File: src/vlos_pkg.sv
// ============================================================================
// vlos_pkg
// Shared widths, types and codes of the voxel line-of-sight checker.
// ============================================================================
package vlos_pkg;

   // Coordinate field widths
   localparam int X_W = 6;
   localparam int Y_W = 6;
   localparam int Z_W = 5;

   // Occupancy map organization: one row of X voxels per (y, z) pair
   localparam int ROW_AW = Y_W + Z_W;
   localparam int ROW_W  = 1 << X_W;

   // Axis distances and Bresenham error terms
   localparam int D_W   = X_W;
   localparam int ERR_W = D_W + 4;

   typedef logic [X_W-1:0]          x_type;
   typedef logic [Y_W-1:0]          y_type;
   typedef logic [Z_W-1:0]          z_type;
   typedef logic [D_W-1:0]          dist_type;
   typedef logic signed [ERR_W-1:0] err_type;
   typedef logic [ROW_AW-1:0]       row_addr_type;
   typedef logic [ROW_W-1:0]        row_type;

   // Request opcodes
   localparam logic OP_WRITE = 1'b0;
   localparam logic OP_QUERY = 1'b1;

   // Dominant axis of a walk
   typedef enum logic [1:0] {
      AXIS_X = 2'd0,
      AXIS_Y = 2'd1,
      AXIS_Z = 2'd2
   } axis_type;

   // Controller to stepper
   typedef struct packed {
      logic load;
      logic step;
   } walk_ctrl_type;

   // Stepper to controller
   typedef struct packed {
      x_type x;
      y_type y;
      z_type z;
      logic  done;
   } walk_stat_type;

endpackage

File: src/vlos_walk.sv
// ============================================================================
// vlos_walk
// 3D Bresenham stepper: picks the dominant axis on load, then advances one
// voxel per step and counts the voxels left on the line.
// ============================================================================
module vlos_walk (
   input  logic                    clock,
   input  logic                    reset,
   input  vlos_pkg::walk_ctrl_type ctrl,
   input  vlos_pkg::x_type         ax,
   input  vlos_pkg::y_type         ay,
   input  vlos_pkg::z_type         az,
   input  vlos_pkg::x_type         bx,
   input  vlos_pkg::y_type         by,
   input  vlos_pkg::z_type         bz,
   output vlos_pkg::walk_stat_type stat
);
   import vlos_pkg::*;

   axis_type maj_ff, maj_in;
   dist_type dp_ff, dp_in;
   dist_type dq_ff, dq_in;
   dist_type dr_ff, dr_in;
   logic     sx_ff, sx_in;
   logic     sy_ff, sy_in;
   logic     sz_ff, sz_in;
   err_type  e1_ff, e1_in;
   err_type  e2_ff, e2_in;
   dist_type cnt_ff, cnt_in;
   x_type    x_ff, x_in;
   y_type    y_ff, y_in;
   z_type    z_ff, z_in;

   dist_type dx, dy, dz;
   axis_type ld_maj;
   dist_type ld_dp, ld_dq, ld_dr;
   logic     adv1, adv2;
   logic     mv_x, mv_y, mv_z;
   err_type  two_dp, two_dq, two_dr;

   // Set up the walk from the two endpoints
   always_comb begin
      dx = (ax > bx) ? dist_type'(ax - bx) : dist_type'(bx - ax);
      dy = (ay > by) ? dist_type'(ay - by) : dist_type'(by - ay);
      dz = (az > bz) ? dist_type'(az - bz) : dist_type'(bz - az);
      if (dx >= dy && dx >= dz) begin
         ld_maj = AXIS_X;
         ld_dp  = dx;
         ld_dq  = dy;
         ld_dr  = dz;
      end else if (dy >= dz) begin
         ld_maj = AXIS_Y;
         ld_dp  = dy;
         ld_dq  = dx;
         ld_dr  = dz;
      end else begin
         ld_maj = AXIS_Z;
         ld_dp  = dz;
         ld_dq  = dy;
         ld_dr  = dx;
      end
   end

   // Advance minor axes on a positive error term
   always_comb begin
      adv1   = !e1_ff[ERR_W-1] && (e1_ff != '0);
      adv2   = !e2_ff[ERR_W-1] && (e2_ff != '0);
      two_dp = err_type'({dp_ff, 1'b0});
      two_dq = err_type'({dq_ff, 1'b0});
      two_dr = err_type'({dr_ff, 1'b0});
      case (maj_ff)
         AXIS_X: begin
            mv_x = 1'b1;
            mv_y = adv1;
            mv_z = adv2;
         end
         AXIS_Y: begin
            mv_x = adv1;
            mv_y = 1'b1;
            mv_z = adv2;
         end
         AXIS_Z: begin
            mv_x = adv2;
            mv_y = adv1;
            mv_z = 1'b1;
         end
         default: begin
            mv_x = 1'b0;
            mv_y = 1'b0;
            mv_z = 1'b0;
         end
      endcase
   end

   // Next state: load, step or hold
   always_comb begin
      maj_in = maj_ff;
      dp_in  = dp_ff;
      dq_in  = dq_ff;
      dr_in  = dr_ff;
      sx_in  = sx_ff;
      sy_in  = sy_ff;
      sz_in  = sz_ff;
      e1_in  = e1_ff;
      e2_in  = e2_ff;
      cnt_in = cnt_ff;
      x_in   = x_ff;
      y_in   = y_ff;
      z_in   = z_ff;
      if (ctrl.load) begin
         maj_in = ld_maj;
         dp_in  = ld_dp;
         dq_in  = ld_dq;
         dr_in  = ld_dr;
         sx_in  = !(ax < bx);
         sy_in  = !(ay < by);
         sz_in  = !(az < bz);
         e1_in  = err_type'({ld_dq, 1'b0}) - err_type'(ld_dp);
         e2_in  = err_type'({ld_dr, 1'b0}) - err_type'(ld_dp);
         cnt_in = ld_dp;
         x_in   = ax;
         y_in   = ay;
         z_in   = az;
      end else if (ctrl.step) begin
         e1_in  = e1_ff - (adv1 ? two_dp : err_type'(0)) + two_dq;
         e2_in  = e2_ff - (adv2 ? two_dp : err_type'(0)) + two_dr;
         cnt_in = cnt_ff - dist_type'(1);
         if (mv_x) begin
            x_in = sx_ff ? x_ff - x_type'(1) : x_ff + x_type'(1);
         end
         if (mv_y) begin
            y_in = sy_ff ? y_ff - y_type'(1) : y_ff + y_type'(1);
         end
         if (mv_z) begin
            z_in = sz_ff ? z_ff - z_type'(1) : z_ff + z_type'(1);
         end
      end
   end

   // Voxels left on the line
   always_ff @(posedge clock) begin
      if (reset) begin
         cnt_ff <= '0;
      end else begin
         cnt_ff <= cnt_in;
      end
   end

   // Position, slopes and error terms
   always_ff @(posedge clock) begin
      maj_ff <= maj_in;
      dp_ff  <= dp_in;
      dq_ff  <= dq_in;
      dr_ff  <= dr_in;
      sx_ff  <= sx_in;
      sy_ff  <= sy_in;
      sz_ff  <= sz_in;
      e1_ff  <= e1_in;
      e2_ff  <= e2_in;
      x_ff   <= x_in;
      y_ff   <= y_in;
      z_ff   <= z_in;
   end

   assign stat = '{x: x_ff, y: y_ff, z: z_ff, done: (cnt_ff == '0)};

endmodule

File: config.mk
export PLATFORM = sky130hd
export DESIGN_NAME = vlos_walk
export DESIGN_NICKNAME = d
export VERILOG_FILES = /design/src/vlos_pkg.sv /design/src/vlos_walk.sv
export SDC_FILE = /design/constraint.sdc
export NUM_CORES = 1
export LEC_CHECK = 0
export BUFFER_PORTS_ARGS = -buffer_cell sky130_fd_sc_hd__buf_4
export CAP_MARGIN = 20
export CORE_UTILIZATION = 35
export CTS_CLUSTER_SIZE = 24
export DETAILED_ROUTE_END_ITERATION = 12
export HOLD_SLACK_MARGIN = 0.08
export PLACE_DENSITY_LB_ADDON = 0.2
export SLEW_MARGIN = 25
export SYNTH_ARGS = -nofsm -noshare
export SYNTH_HDL_FRONTEND = slang
export SYNTH_SLANG_ARGS = --single-unit
File: constraint.sdc
create_clock -name clock -period 6.4 [get_ports clock]
set_input_delay 1.92 -clock clock [delete_from_list [all_inputs] [get_ports clock]]
set_output_delay 1.92 -clock clock [all_outputs]
set_load 0.02 [all_outputs]
==> results.json <==
{
  "synth-edff-count": 59,
  "startpoint_type": "input pin",
  "detail-route-antenna-nets": 0,
  "synthCells": 746,
  "start_util": 0.359,
  "ys_warn_count": 0,
  "insertion_delay_ns": 0.34,
  "required_ns": 6.49,
  "route.detailed.drc": 0,
  "antenna_found_initial": 0,
  "totalWireLength_mm": 16.1,
  "synthFlopType": "edfxtp_1",
  "arrival_ns": 6.32,
  "clockBufferDepth": 2,
  "cts_sinks": 65,
  "setup_viol": 0,
  "leakage_nw": 4.38,
  "pin_count": 56,
  "worst_slew_pin_slew_ns": 0.673,
  "syn_avg_cell_area_um2": 9.07,
  "seqCellArea_um2": 1890,
  "drive_above_1_share": 0.288,
  "antenna_cells": 0,
  "grt_overflow_total": 0,
  "layout_common_cells": "buf_4 (181), inv_1 (142), ha_1 (80)",
  "fin_skew_ns": 0.0116,
  "rsz0062_at_grt": "yes",
  "nets": 1071,
  "multi_input_area_um2": 4540,
  "fin_util": 0.478,
  "cts_tree": "built",
  "yosysSeqAreaShare": 0.280,
  "layout_commonest_cell": "buf_4",
  "cpPeakStageDelay_ns": 0.38,
  "p_per_area_nw_per_um2": 565,
  "cp_slowest_cell": "fa_2",
  "die_w_um": 141,
  "cts_root_buf": "clkbuf_16",
  "die_area_um2": 19900,
  "ys_ff_latch": 65,
  "grt_pass1_wl_mm": 26.8,
  "place_hpwl_mm": 13.1,
  "finalCritPeriodShare": 0.973,
  "power_mw": 5.09,
  "fmax_mhz": 161,
  "htreeDepth": 3,
  "grt_start_max_net_pins": 66,
  "clkTransAtPathRegs_ns": 0.06,
  "path_delay_family": "compound AO/OA/AOI/OAI gates",
  "outcome": "completed",
  "n_fill_cell": 1816,
  "slew-limit-headroom": 0.545,
  "drv_cap": 0,
  "cpMostUsedCell": "inv_4",
  "place.gp.congestion": 0.800,
  "numCtsBuffers": 9,
  "synth.distinct_cells": 67,
  "dieHeight_um": 141,
  "hold_path.class": "reg -> reg",
  "maxSlewViolCount": 0,
  "ys_async_sr_fraction": 0,
  "initialDrtViolationCount": 217,
  "ctsHoldBuffers": 0,
  "final_hold_viol_count": 0,
  "netlist_area_um2": 6770,
  "vias_per_cell": 4.62,
  "design_area_um2": 9000,
  "core_area_um2": 18800,
  "firstDrtPassIters": 4,
  "grt_use_total": 0.170,
  "cp-end-kind": "flip-flop",
  "placed_area_um2": 8440,
  "rows": 50,
  "crit_type": "in -> reg",
  "vdd_drop_max_mv": 0.218,
  "routedWlPerCell_um": 13.6,
  "timing.final.crit_period_ns": 6.23,
  "io_buffers": 55,
  "crit_buf_inv": 7,
  "via_count": 5502,
  "cp_max_fo": 7,
  "grt_pass1_vias": 5566,
  "syn_to_final_growth_pct": 33.1,
  "syn_nets": 892,
  "r2r_slack_ns": 2.45
}
per-stage QoR:
stage / hold slack, ns / setup TNS, ns / instances / setup slack (ns)
2_1_floorplan: 0.553 / -0.0496 / 746 / -0.0496
3_3_place_gp: 0.585 / -2.81 / 1167 / -0.398
3_5_place_dp: 0.592 / -3.63 / 1167 / -0.459
4_1_cts: 0.601 / 0 / 1183 / 0.0179
5_1_grt: 0.637 / -0.308 / 1190 / -0.130
6_report: 0.593 / 0 / 1190 / 0.174
sequential cells by signal, indices dropped and copies added, names as in the netlist:
| register | count |
|---|---|
| maj_ff | 2 |
| cnt_ff | 6 |
| dp_ff | 6 |
| e1_ff | 10 |
| dr_ff | 6 |
| dq_ff | 6 |
| sy_ff | 1 |
| sz_ff | 1 |
| y_ff | 6 |
| z_ff | 5 |
| x_ff | 6 |
| sx_ff | 1 |
| e2_ff | 9 |
timing repair:
item                                    CTS  global route
gates resized for setup                   1            46
endpoints found under the setup margin    1            14
setup buffers                             0             7
pin swaps                                 0            24
gates cloned                              0             0
layout make-up:
| class | count | share of cell area |
|---|---|---|
| Inverter | 147 | 0.0624 |
| Tap cell | 260 | 0.0361 |
| Timing Repair Buffer | 183 | 0.155 |
| Sequential cell | 65 | 0.210 |
| Clock buffer | 9 | 0.0250 |
| Clock inverter | 7 | 0.00764 |
| Multi-Input combinational cell | 519 | 0.504 |
cells by family (layout without fill, tap and decap cells):
kind of cell,Yosys count,in the layout,share of synthesized area
fa+ha+maj,111,111,0.230
xor+xnor,51,51,0.0671
mux,29,29,0.0444
simple gates,152,152,0.113
compound gates,176,176,0.175
buf+inv,162,346,0.0906
flops,65,65,0.280
path summary, 6_finish.rpt:
kind | from | endpoint | depth (start not counted)
hold / removal | cnt_ff[5] | cnt_ff[5] | 3
setup / recovery | ay[0] | e2_ff[5] | 26
hold reg to reg | cnt_ff[5] | cnt_ff[5] | 3
setup reg to reg | e2_ff[8] | e2_ff[9] | 17
synthesized netlist by cell type, types with 3 or more instances:
library cell  count  area share
ha_1             85        0.16
fa_1             23       0.068
o21ai_1           5      0.0037
nand2_1          44       0.024
a31oi_1           9      0.0083
xnor2_1          30       0.039
nor2_1           32       0.018
inv_2             3      0.0017
inv_1           144       0.080
a211oi_1          8      0.0089
nor3_1           13      0.0096
mux2_2            5      0.0083
edfxtp_1         59        0.26
nand2b_1          6      0.0055
a21o_1           25       0.028
o21ai_0          28       0.021
a22o_1            3      0.0039
and2_1           17       0.016
or2_2             4      0.0037
nand4_1           3      0.0028
a21boi_0          3      0.0033
o211ai_1          7      0.0078
dfxtp_1           6       0.018
nand3_1           9      0.0067
a21oi_1          48       0.036
mux2i_1          23       0.034
maj3_1            3      0.0044
o21bai_1         10       0.011
clkbuf_1         12      0.0067
nor2b_1           7      0.0065
o21a_1            6      0.0067
o31ai_1           3      0.0033
xor2_1           20       0.026
where the power goes:
group	total (mW)	leakage, nW	switching [mW]	internal [mW]
Clock	0.491	0.142	0.190	0.300
Combinational	3.73	3.60	1.90	1.84
Sequential	0.868	0.643	0.0994	0.769
Total	5.09	4.38	2.19	2.90
layer usage:
metal  vias to the layer above  wire [µm]  GRT usage
met5                         -          0          0
met4                         0        140     0.0309
met3                        12        383     0.0255
met2                        57       8000      0.303
met1                      2531       7620      0.218
li1                       2902          -          -
worst register-to-register path, cell delays in order (launching register included):
cell      delay, ns
edfxtp_1       0.36
inv_1          0.08
ha_1           0.14
nor4b_1        0.24
a41oi_1        0.33
and2_1         0.28
fa_1           0.48
inv_1          0.07
fa_1           0.46
a21oi_1        0.15
nor2_1         0.05
nor2_1         0.15
o21bai_1       0.09
a21oi_1        0.27
o21bai_1       0.10
a21oi_1        0.18
xor2_1         0.10
a22o_1         0.18
Note: power is estimated with default switching activity, not from simulation.
